### src/rtl/core/multihart_fetch_stage_unit_macros.svh
// assertion helpers for the fetch stage top level
`ifndef MULTIHART_FETCH_STAGE_UNIT_MACROS_SVH
`define MULTIHART_FETCH_STAGE_UNIT_MACROS_SVH

// antecedent implies consequent in the same cycle
`define MFS_ASSERT_IMPL(name, ante, cons) \
  name: assert property (@(posedge clk_i) disable iff (!rst_ni) (ante) |-> (cons)) \
    else $error("fetch stage check failed");

// antecedent implies consequent in the cycle after
`define MFS_ASSERT_NEXT(name, ante, cons) \
  name: assert property (@(posedge clk_i) disable iff (!rst_ni) (ante) |=> (cons)) \
    else $error("fetch stage check failed");

`endif

### src/rtl/core/mfs_fifo.sv
`timescale 1ns / 1ps
`default_nettype none

module mfs_fifo #(
  parameter int Width = 8,
  parameter int Depth = 2
) (
  input  wire logic                       clk_i,
  input  wire logic                       rst_ni,
  input  wire logic                       push_i,
  input  wire logic [Width-1:0]           wdata_i,
  input  wire logic                       pop_i,
  output logic      [Width-1:0]           rdata_o,
  output logic                            empty_o,
  output logic                            full_o,
  output logic      [$clog2(Depth+1)-1:0] count_o
);

  localparam int PtrW = $clog2(Depth);
  localparam int CntW = $clog2(Depth + 1);

  logic [Width-1:0] data_q [Depth];
  logic [PtrW-1:0]  wptr_q, wptr_d, rptr_q, rptr_d;
  logic [CntW-1:0]  cnt_q, cnt_d;
  logic             do_push, do_pop;

  assign empty_o = (cnt_q == '0);
  assign full_o  = (cnt_q == CntW'(Depth));
  assign do_push = push_i && !full_o;
  assign do_pop  = pop_i && !empty_o;
  assign rdata_o = data_q[rptr_q];
  assign count_o = cnt_q;

  // pointer and count update
  always_comb begin
    wptr_d = wptr_q;
    rptr_d = rptr_q;
    cnt_d  = cnt_q;
    if (do_push) begin
      wptr_d = (wptr_q == PtrW'(Depth - 1)) ? '0 : wptr_q + 1'b1;
    end
    if (do_pop) begin
      rptr_d = (rptr_q == PtrW'(Depth - 1)) ? '0 : rptr_q + 1'b1;
    end
    if (do_push && !do_pop) begin
      cnt_d = cnt_q + 1'b1;
    end else if (do_pop && !do_push) begin
      cnt_d = cnt_q - 1'b1;
    end
  end

  always_ff @(posedge clk_i or negedge rst_ni) begin
    if (!rst_ni) begin
      wptr_q <= '0;
      rptr_q <= '0;
      cnt_q  <= '0;
    end else begin
      wptr_q <= wptr_d;
      rptr_q <= rptr_d;
      cnt_q  <= cnt_d;
    end
  end

  // storage, no reset
  always_ff @(posedge clk_i) begin
    if (do_push) begin
      data_q[wptr_q] <= wdata_i;
    end
  end

endmodule

`default_nettype wire

### config.mk
export PLATFORM = sky130hd
export DESIGN_NAME = mfs_fifo
export DESIGN_NICKNAME = d
export VERILOG_FILES = /design/src/rtl/core/multihart_fetch_stage_unit_macros.svh /design/src/rtl/core/mfs_fifo.sv
export SDC_FILE = /design/constraint.sdc
export NUM_CORES = 1
export LEC_CHECK = 0
export BUFFER_PORTS_ARGS = -buffer_cell sky130_fd_sc_hd__buf_2
export CORE_MARGIN = 3
export CORE_UTILIZATION = 51
export CTS_CLUSTER_DIAMETER = 100
export DETAILED_ROUTE_END_ITERATION = 8
export HOLD_SLACK_MARGIN = 0.1
export PLACE_DENSITY = 0.88
export SLEW_MARGIN = 15
export SYNTH_ARGS = -nofsm -noshare
export SYNTH_HDL_FRONTEND = slang
export SYNTH_SLANG_ARGS = --single-unit
### constraint.sdc
create_clock -name clk_i -period 3.6 [get_ports clk_i]
set_input_delay 0 -clock clk_i [delete_from_list [all_inputs] [get_ports clk_i]]
set_output_delay 0 -clock clk_i [all_outputs]
set_load 0.05 [all_outputs]
==> summary.md <==
| Metric | Value |
|---|---|
| Status | `finished, final reports clean` |
| Crit Path Class | `flop to flop` |
| Synthesized area per cell | `17.6 um^2` |
| Worst ir drop on vdd | `0.666 mV` |
| Final Cell Area | `1050 um^2` |
| Max FO, Critical Path | `8` |
| Clk sinks | `20` |
| GP Congestion | `0.656` |
| Skew final | `7.27 ps` |
| Multi-input gate area | `181 um^2` |
| Hold WS | `433 ps` |
| Slew at the pin closest to its max-slew limit | `674 ps` |
| Clock Latency Late Sink | `280 ps` |
| Core Region | `1370 um^2` |
| Number of global-route vias before repair | `443` |
| Fill cell count | `86` |
| Period Utilization, post-route | `44.6%` |
| Starting DRC count in detailed routing | `7` |
| Post-placement cell area | `903 um^2` |
| Register bit count reported by yosys | `20` |
| Initial antenna violation count | `0` |
| Wire per inst | `13.7 um` |
| Clock root buffer | `clkbuf_4` |
| Final nets | `96` |
| Num CTS Buffers | `3` |
| Die Y-Extent | `45.0 um` |
| TritonRoute pass-1 iters | `4` |
| Slew Limit Fails | `0` |
| PortBufs | `23` |
| Cell Chain, Critical Path | `nand2b_1 -> nand2_2 -> nor2_1` |
| Leakage | `0.000441 uW` |
| Die Area | `2020 um^2` |
| CTS max path bufs | `2` |
| Share of cells above drive strength 1 | `34.1%` |
| Final design utilization | `76.8%` |
| Slew margin rel. | `54.9%` |
| Placed cell count | `81` |
| Std cell rows | `13` |
| Die Wd | `45.0 um` |
| Final ANT Viol Nets | `0` |
| RSZ-0062 raised after global routing | `false` |
| Pwr dens | `883 nW/um^2` |
| # diodes | `0` |
| Resized Gates After CTS | `0` |
| Hold Path Class | `input pin to flop` |
| Final Setup Violations | `0` |
| Max Fclk | `623 MHz` |
| Post-synthesis sequential area ratio | `75.0%` |
| Number of distinct library cells after synthesis | `14` |
| Routed wire length | `1330 um` |
| Fin Setup TNS | `0 ps` |
| Synthesized area | `774 um^2` |
| FF/Latch Area | `581 um^2` |
| P&R area growth vs syn | `35.5%` |
| CP Launch Type | `flop` |
| Critical path's slowest cell | `nor2_1` |
| Gate Count Post-Synth | `44` |
| CTS tree | `done` |
| Layout Cells excl Fill | `97` |
| DRC viols | `0` |
| Total track usage | `14.1%` |
| Worst-path clk slew | `100 ps` |
| Max Cap Violations | `0` |
| Htree depth | `1` |
| Post-Syn Nets | `57` |
| Vias | `467` |
| GRT Residual Overflow | `0` |
| Crit path arrival time | `1530 ps` |
| Yosys warning count | `0` |
| Largest net degree at the start of global routing | `12` |
| Global-route wire length before repair | `1990 um` |
| Data required time of the worst path | `3520 ps` |
| Final Hold Viols | `0` |
| Crit. End Element | `flop` |
| Vias per cell | `4.81` |
| Number of I/O pins | `24` |
| Crit path largest cell delay | `520 ps` |
| Initial Util | `56.7%` |
| Crit path time final | `1610 ps` |
cell usage after synthesis, drive strengths merged:
cell type | n | area [um^2]
and3 | 1 | 6.26
buf | 1 | 5.00
dfrtp | 4 | 100
edfxtp | 16 | 480
ha | 1 | 12.5
inv | 2 | 7.51
mux2 | 8 | 90.1
nand2 | 1 | 6.26
nand2b | 1 | 6.26
nor2 | 3 | 11.3
o21ai | 1 | 5.00
xnor2 | 3 | 26.3
xor2 | 2 | 17.5
registers in the layout (all words and copies together), names as in the netlist:
signal / count
data_q: 16
count_o: 2
rptr_q: 1
wptr_q: 1
stage by stage:
stage	total power (uW)	setup WS [ps]
6_report	927	1990
5_1_grt	974	1870
4_1_cts	939	1950
3_5_place_dp	826	1970
3_3_place_gp	812	2100
2_1_floorplan	729	1860
cell families (layout without fill, tap and decap cells):
family,after synthesis,after routing,share of synthesized area (%)
xor+xnor,5,5,5.66
mux,8,8,11.6
flops,20,20,75.0
fa+ha+maj,1,1,1.62
simple gates,6,6,3.88
compound gates,1,1,0.646
buf+inv,3,41,1.62
worst paths after layout:
check	end	depth (start not counted)	start	slack, ps
min in group asynchronous	wptr_q$_DFFE_PN0P_	3	rst_ni	660
max in group asynchronous	count_o[1]$_DFFE_PN0P_	3	rst_ni	2770
setup reg to reg	data_q[0][7]$_DFFE_PP_	3	count_o[0]$_DFFE_PN0P_	1990
setup / recovery	data_q[0][7]$_DFFE_PP_	3	count_o[0]$_DFFE_PN0P_	1990
hold reg to reg	wptr_q$_DFFE_PN0P_	1	wptr_q$_DFFE_PN0P_	510
hold / removal	data_q[0][6]$_DFFE_PP_	2	wdata_i[6]	430
cell type report:
class | count | share of cell area (%)
clock buffers | 4 | 2.50
inverters | 2 | 0.715
multi-input cells | 21 | 17.3
flip-flops and latches | 20 | 55.3
well taps | 15 | 1.79
repair buffers | 35 | 22.4
layer usage:
layer / vias to the layer above / GRT usage [%] / share of wire [%]
met4: 0 / 3.51 / 0
met5: - / 0 / 0
met3: 0 / 2.39 / 4.6
met2: 15 / 25.1 / 52
li1: 234 / - / -
met1: 218 / 17.8 / 43
layout by cell type (no fill, tap or decap):
cell type and n:
ha_1 1, inv_1 2, mux2_1 7, xor2_1 2, nand2_2 1, o21ai_1 1
mux2_2 1, nor2_1 3, dfrtp_1 4, nand2b_1 1, dlygate4sd3_1 12, buf_2 23
xnor2_1 3, edfxtp_1 16, and3_1 1, clkbuf_1 1, clkbuf_4 3
where the power goes:
part | internal (uW) | total, uW | switching, uW
Combinational | 129 | 450 | 321
Clock | 43.0 | 102 | 59.2
Sequential | 324 | 375 | 51.3
Total | 495 | 927 | 432
critical path, delay by kind of cell, from the launching register on:
| kind | cells | cell delay (ps) |
|---|---|---|
| simple gates | 3 | 800 |
| flops | 1 | 450 |
timing repair:
item,CTS,global route
hold buffers,12,0
hold endpoints to repair,22,0
buffers inserted,0,0
endpoints found under the setup margin,0,0
(Power assumes the default switching activity.)
