==> config.mk <==
export PLATFORM = sky130hd
export DESIGN_NAME = mfs_front
export DESIGN_NICKNAME = d
export VERILOG_FILES = /design/src/rtl/core/multihart_fetch_stage_unit_macros.svh /design/src/rtl/core/mfs_pkg.sv /design/src/rtl/core/mfs_front.sv
export SDC_FILE = /design/constraint.sdc
export NUM_CORES = 1
export LEC_CHECK = 0
export BUFFER_PORTS_ARGS = -buffer_cell sky130_fd_sc_hd__buf_2
export CORE_MARGIN = 4
export CORE_UTILIZATION = 50
export DETAILED_ROUTE_END_ITERATION = 10
export GPL_TIMING_DRIVEN = 0
export PLACE_DENSITY = 0.77
export SETUP_SLACK_MARGIN = 0.5
export SLEW_MARGIN = 10
export SYNTH_ARGS = -nofsm -noshare
export SYNTH_HDL_FRONTEND = slang
export SYNTH_SLANG_ARGS = --single-unit
==> constraint.sdc <==
create_clock -name clk_i -period 2 [get_ports clk_i]
set_clock_uncertainty 0.15 [all_clocks]
set_input_delay 0.2 -clock clk_i [delete_from_list [all_inputs] [get_ports clk_i]]
set_output_delay 0.2 -clock clk_i [all_outputs]
set_load 0.02 [all_outputs]
==> src/rtl/core/multihart_fetch_stage_unit_macros.svh <==
// assertion helpers for the fetch stage top level
`ifndef MULTIHART_FETCH_STAGE_UNIT_MACROS_SVH
`define MULTIHART_FETCH_STAGE_UNIT_MACROS_SVH

// antecedent implies consequent in the same cycle
`define MFS_ASSERT_IMPL(name, ante, cons) \
  name: assert property (@(posedge clk_i) disable iff (!rst_ni) (ante) |-> (cons)) \
    else $error("fetch stage check failed");

// antecedent implies consequent in the cycle after
`define MFS_ASSERT_NEXT(name, ante, cons) \
  name: assert property (@(posedge clk_i) disable iff (!rst_ni) (ante) |=> (cons)) \
    else $error("fetch stage check failed");

`endif

==> src/rtl/core/mfs_pkg.sv <==
`timescale 1ns / 1ps
`default_nettype none

package mfs_pkg;

  // default configuration
  localparam int MfsHartCount    = 4;
  localparam int MfsCodeAddrBits = 16;

  // field widths
  localparam int PcW      = 16;
  localparam int HartW    = 2;
  localparam int WordW    = 32;
  localparam int BusyW    = 4;
  localparam int OpW      = 2;
  localparam int CfgIdxW  = 3;
  localparam int CfgDataW = 16;

  // queue depths
  localparam int MidDepth = 2;
  localparam int ResDepth = 4;

  typedef enum logic [OpW-1:0] {
    OP_INIT = 2'd0,
    OP_LOAD = 2'd1,
    OP_STEP = 2'd2
  } op_e;

  typedef enum logic [CfgIdxW-1:0] {
    CFG_RUNNING   = 3'd0,
    CFG_START_PC0 = 3'd1
  } cfg_idx_e;

  typedef enum logic {
    REQ_FETCH = 1'b0,
    REQ_LOAD  = 1'b1
  } req_kind_e;

  // request handed from front to back
  typedef struct packed {
    req_kind_e          kind;
    logic               fetch;
    logic [HartW-1:0]   hart;
    logic [PcW-1:0]     addr;
    logic [WordW-1:0]   word;
  } mfs_req_t;

  // one result
  typedef struct packed {
    logic               valid;
    logic [HartW-1:0]   hart;
    logic [PcW-1:0]     pc;
    logic [WordW-1:0]   instr;
  } mfs_res_t;

  // back-end status seen by the top level
  typedef struct packed {
    logic res_push;
    logic res_full;
  } mfs_back_stat_t;

endpackage

`default_nettype wire

==> src/rtl/core/mfs_front.sv <==
`timescale 1ns / 1ps
`default_nettype none

module mfs_front import mfs_pkg::*; #(
  parameter int HartCount = MfsHartCount
) (
  input  wire logic                clk_i,
  input  wire logic                rst_ni,
  input  wire logic                cfg_we_i,
  input  wire logic [CfgIdxW-1:0]  cfg_idx_i,
  input  wire logic [CfgDataW-1:0] cfg_data_i,
  input  wire logic                push_i,
  input  wire logic                queue_full_i,
  input  wire logic [OpW-1:0]      operation_i,
  input  wire logic                decode_valid_i,
  input  wire logic [HartW-1:0]    decode_hart_i,
  input  wire logic [PcW-1:0]      decode_pc_i,
  input  wire logic                exec_valid_i,
  input  wire logic [HartW-1:0]    exec_hart_i,
  input  wire logic [PcW-1:0]      exec_pc_i,
  input  wire logic [BusyW-1:0]    decode_busy_i,
  input  wire logic [PcW-1:0]      code_addr_i,
  input  wire logic [WordW-1:0]    code_word_i,
  output logic                     req_push_o,
  output mfs_req_t                 req_o
);

  logic [HartCount-1:0] running_q;
  logic [PcW-1:0]       start_pc_q [HartCount];
  logic [PcW-1:0]       pc_q       [HartCount];
  logic [PcW-1:0]       pc_d       [HartCount];
  logic [HartCount-1:0] pend_q, pend_d;

  logic             accept;
  logic             d_ok, e_ok;
  logic             picked;
  logic [HartW-1:0] pick;
  logic             fetch;
  logic [HartW-1:0] fh;
  logic [PcW-1:0]   fpc;

  assign accept = push_i && !queue_full_i;
  assign d_ok   = decode_valid_i && (int'(decode_hart_i) < HartCount);
  assign e_ok   = exec_valid_i && (int'(exec_hart_i) < HartCount);

  // lowest pending hart with a free decode slot, on the old pending bits
  always_comb begin
    picked = 1'b0;
    pick   = '0;
    for (int h = HartCount - 1; h >= 0; h--) begin
      if (pend_q[h] && !decode_busy_i[h]) begin
        picked = 1'b1;
        pick   = HartW'(h);
      end
    end
  end

  // fetch choice with decode then execute as fallback
  always_comb begin
    fetch = 1'b1;
    fh    = '0;
    if (picked) begin
      fh = pick;
    end else if (d_ok && !decode_busy_i[decode_hart_i]) begin
      fh = decode_hart_i;
    end else if (e_ok && !decode_busy_i[exec_hart_i]) begin
      fh = exec_hart_i;
    end else begin
      fetch = 1'b0;
    end
  end

  // new pcs and pending bits, execute wins over decode
  always_comb begin
    fpc = '0;
    for (int h = 0; h < HartCount; h++) begin
      pc_d[h]   = pc_q[h];
      pend_d[h] = pend_q[h];
      if (e_ok && (exec_hart_i == HartW'(h))) begin
        pc_d[h]   = exec_pc_i;
        pend_d[h] = 1'b1;
      end else if (d_ok && (decode_hart_i == HartW'(h))) begin
        pc_d[h]   = decode_pc_i;
        pend_d[h] = 1'b1;
      end
      if (fetch && (fh == HartW'(h))) begin
        pend_d[h] = 1'b0;
        fpc       = pc_d[h];
      end
    end
  end

  // request towards the back end
  assign req_push_o = accept &&
                      ((operation_i == OP_STEP) || (operation_i == OP_LOAD));

  always_comb begin
    req_o       = '0;
    req_o.word  = code_word_i;
    if (operation_i == OP_LOAD) begin
      req_o.kind = REQ_LOAD;
      req_o.addr = code_addr_i;
    end else begin
      req_o.kind  = REQ_FETCH;
      req_o.fetch = fetch;
      req_o.hart  = fh;
      req_o.addr  = fpc;
    end
  end

  // configuration registers
  always_ff @(posedge clk_i or negedge rst_ni) begin
    if (!rst_ni) begin
      running_q <= HartCount'(1);
      for (int h = 0; h < HartCount; h++) begin
        start_pc_q[h] <= '0;
      end
    end else if (cfg_we_i) begin
      if (cfg_idx_i == CFG_RUNNING) begin
        running_q <= cfg_data_i[HartCount-1:0];
      end
      for (int h = 0; h < HartCount; h++) begin
        if (int'(cfg_idx_i) == int'(CFG_START_PC0) + h) begin
          start_pc_q[h] <= cfg_data_i[PcW-1:0];
        end
      end
    end
  end

  // hart state
  always_ff @(posedge clk_i or negedge rst_ni) begin
    if (!rst_ni) begin
      pend_q <= '0;
      for (int h = 0; h < HartCount; h++) begin
        pc_q[h] <= '0;
      end
    end else if (accept) begin
      case (operation_i)
        OP_INIT: begin
          pend_q <= running_q;
          for (int h = 0; h < HartCount; h++) begin
            pc_q[h] <= start_pc_q[h];
          end
        end
        OP_STEP: begin
          pend_q <= pend_d;
          for (int h = 0; h < HartCount; h++) begin
            pc_q[h] <= pc_d[h];
          end
        end
        default: begin
          pend_q <= pend_q;
        end
      endcase
    end
  end

endmodule

`default_nettype wire

==> metrics.txt <==
worst-margin pin slew around 0.6 ns; CTS Sinks 136; largest family of logic cells by synthesized area multiplexers; Synth Area in Compound Gates roughly 15%; global route overflow 0; peak supply drop 744 uV; largest net degree at the start of global routing just over 80; Critical Path AT ~2.6 ns; CP delay by family, top buffers and inverters; main area contributors after synthesis dfrtp_1, mux2i_1, mux2_2; Most used DFF post-synth dfrtp_1; Detail Route Antenna Nets 0; Critical Path Sink Type primary output; Routed WL per cell roughly 25 um; global route hottest layer met2; via/cell ratio 6.35; PortBufs between 100 and 150; fin cells between 1000 and 1500; Placed Instances roughly 1200; Design Area, Final ~12000 um^2; synthesized area per cell between 9 and 10 um^2; Hold WS ~0.13 ns; failing checks negative setup slack; Post-synth ARST share 100%; Placement Cell Area about 9800 um^2; Adder-Cell Fraction of Synth Area less than 1%; crit share post-route 145%; CP Max Fanout 7; fin crit period just under 3 ns; RD Place Congestion between 0.9 and 1; root buffer cell clkbuf_16; mux cell area share after synthesis 26.0%; largest area contributor in the netlist dfrtp_1; Die ar. about 19000 um^2; CP Cell Sequence nor2b_4 -> or2_4 -> buf_6 -> o21bai_4 -> buf_12 -> buf_12 -> buf_6 -> a221oi_4 -> o31ai_2 -> buf_4; synthesis-to-layout area growth 43.2%; Yosys cell types between 40 and 50; share of layout cells above drive strength 1 46.4%; initial antenna violation count 0; Tot GR Track Use between 30% and 40%; Syn. warnings 0; Pins Over Slew Limit 0; Worst Setup Start Kind flop; Core Box Area 16000 um^2; Initial Util 51.3%; Leakage 5.38 nW; io pins roughly 170; PD cells roughly 1000 nW/um^2; Clock transition at path regs ~0.060 ns; hpwl dp 19.1 mm; antenna fix cells 0; Critical Path Max Stage Delay roughly 0.4 ns; commonest non-fill, non-tap cell in the layout dfrtp_1; synthesized flop and latch total roughly 140; met1 GRT Util roughly 44%; Die W around 140 um; first-pass GRT wire length 44.1 mm; status finished, violations left; simple-gate portion of the synthesized area between 10% and 20%; top cell type's share of synthesized area 41.2%; CTS tree built; clock latency on the worst-skew pair between 0.4 and 0.5 ns; DR iter-0 viols approximately 1000; critical path class flop to primary output; Worst EP required between 1.5 and 2 ns; final setup vio count 23; Slowest cell on crit path dfrtp_1; WL final roughly 32 mm; setup TNS -16.51 ns; Rows 46; worst hold path type input port to flop; post-synthesis sequential area ratio around 41%; CP startpoint pend_q[1]$_DFFE_PN0P_; met2 usage approximately 49%; unrepaired setup endpoints after global routing yes; TritonCTS Buffers 17; Mapped Area 8210 um^2; number of enable flip-flop cells after synthesis 0; max_slew headroom 59.9%; Final Core Density between 70% and 80%; Peak Freq 344 MHz; Die Ht around 140 um; # nets final about 1200; vias in the first global route a little under 8000; drt first pass iters 6; Cells after Synth 833; min-delay src exec_pc_i[1]; Hold Violations, Final 0; fillers 1083; Post-Synth XOR/XNOR Area 0%; net count after synthesis 952; H-tree depth 4; via count about 8000; CP bufs+invs 5; GR Util met3 6.99%; clk buf depth 2; drt drc 0; fin worst setup slack -0.908 ns; number of max-cap violations 0; reg2reg start pend_q[1]$_DFFE_PN0P_; most frequent cells in the layout dfrtp_1, mux2i_1, nand2_1
worst min-delay path: stages:
cell and delay (ns):
buf_2 0.13, nand2_1 0.05, o21ai_1 0.08, mux2i_1 0.13, o21ai_0 0.08
stage by stage:
| step | setup WS (ns) | power, mW |
|---|---|---|
| final | -0.908 | 12.3 |
| after global routing | -0.916 | 12.6 |
| after CTS | -0.870 | 11.3 |
| after detailed placement | -0.836 | 7.56 |
| after global placement | -1.38 | 7.42 |
| after floorplan | -0.132 | 6.50 |
sequential cells by signal, summed over array words and instances (netlist names):
register,count
pend_q,4
running_q,4
pc_q,64
start_pc_q,64
repair_timing:
action / 4_1_cts / 5_1_grt
endpoints found under the hold margin: 124 / 0
hold buffers: 17 / 0
setup buffers: 17 / 23
gates cloned: 2 / 4
resized for setup: 101 / 108
endpoints found under the setup margin: 98 / 114
pin swaps: 7 / 9
cells in the mapped netlist, types with 3 or more instances:
cell / number
dfrtp_1: 135
mux2i_1: 132
nand2_1: 118
o21ai_0: 98
mux2_2: 72
clkbuf_1: 41
nor2_1: 41
a21oi_1: 36
buf_4: 35
a221oi_1: 23
o31ai_1: 14
buf_2: 10
a221oi_2: 7
nand3b_1: 7
buf_1: 6
inv_1: 6
nor2b_1: 6
buf_6: 5
nand2b_1: 5
ha_1: 3
nor3_1: 3
nor3b_1: 3
layer usage:
metal	share of wire, %	vias up	wire, um
met5	0	-	0
li1	-	3404	-
met4	6.1	0	1930
met3	11	170	3550
met2	44	623	14100
met1	39	3889	12300
final timing paths:
path	endpoint	slack (ns)	cells after the start
setup / recovery	req_o[35]	-0.91	10
hold / removal	pc_q[49]$_DFFE_PN0P_	0.13	5
setup reg to reg	pend_q[0]$_DFFE_PN0P_	-0.38	10
hold reg to reg	pc_q[0]$_DFFE_PN0P_	0.33	2
max in group asynchronous	start_pc_q[42]$_DFFE_PN0P_	0.73	3
min in group asynchronous	pc_q[16]$_DFFE_PN0P_	0.16	2
final cells by class:
type | count | area, um^2 | share of cell area [%]
clock inverters | 4 | 45.0 | 0.383
flip-flops and latches | 136 | 3400 | 29.0
multi-input cells | 594 | 5150 | 43.8
well taps | 216 | 270 | 2.30
inverters | 6 | 30.0 | 0.255
clock buffers | 25 | 485 | 4.13
plain buffers | 97 | 866 | 7.36
repair buffers | 196 | 1500 | 12.8
power by group:
part / switching, mW / leakage (nW) / internal (mW)
clock network: 1.18 / 0.263 / 1.78
logic: 2.81 / 3.43 / 2.59
registers: 0.440 / 1.68 / 3.46
kinds of logic (layout without fill, tap and decap cells):
group | count (synthesis) | in the layout
multiplexers | 204 | 204
AND/OR/NAND/NOR | 194 | 194
AO/OA/AOI/OAI | 193 | 193
flip-flops | 136 | 136
buffers and inverters | 103 | 328
adder cells (fa/ha/maj) | 3 | 3
Note: power is estimated with default switching activity, not from simulation.
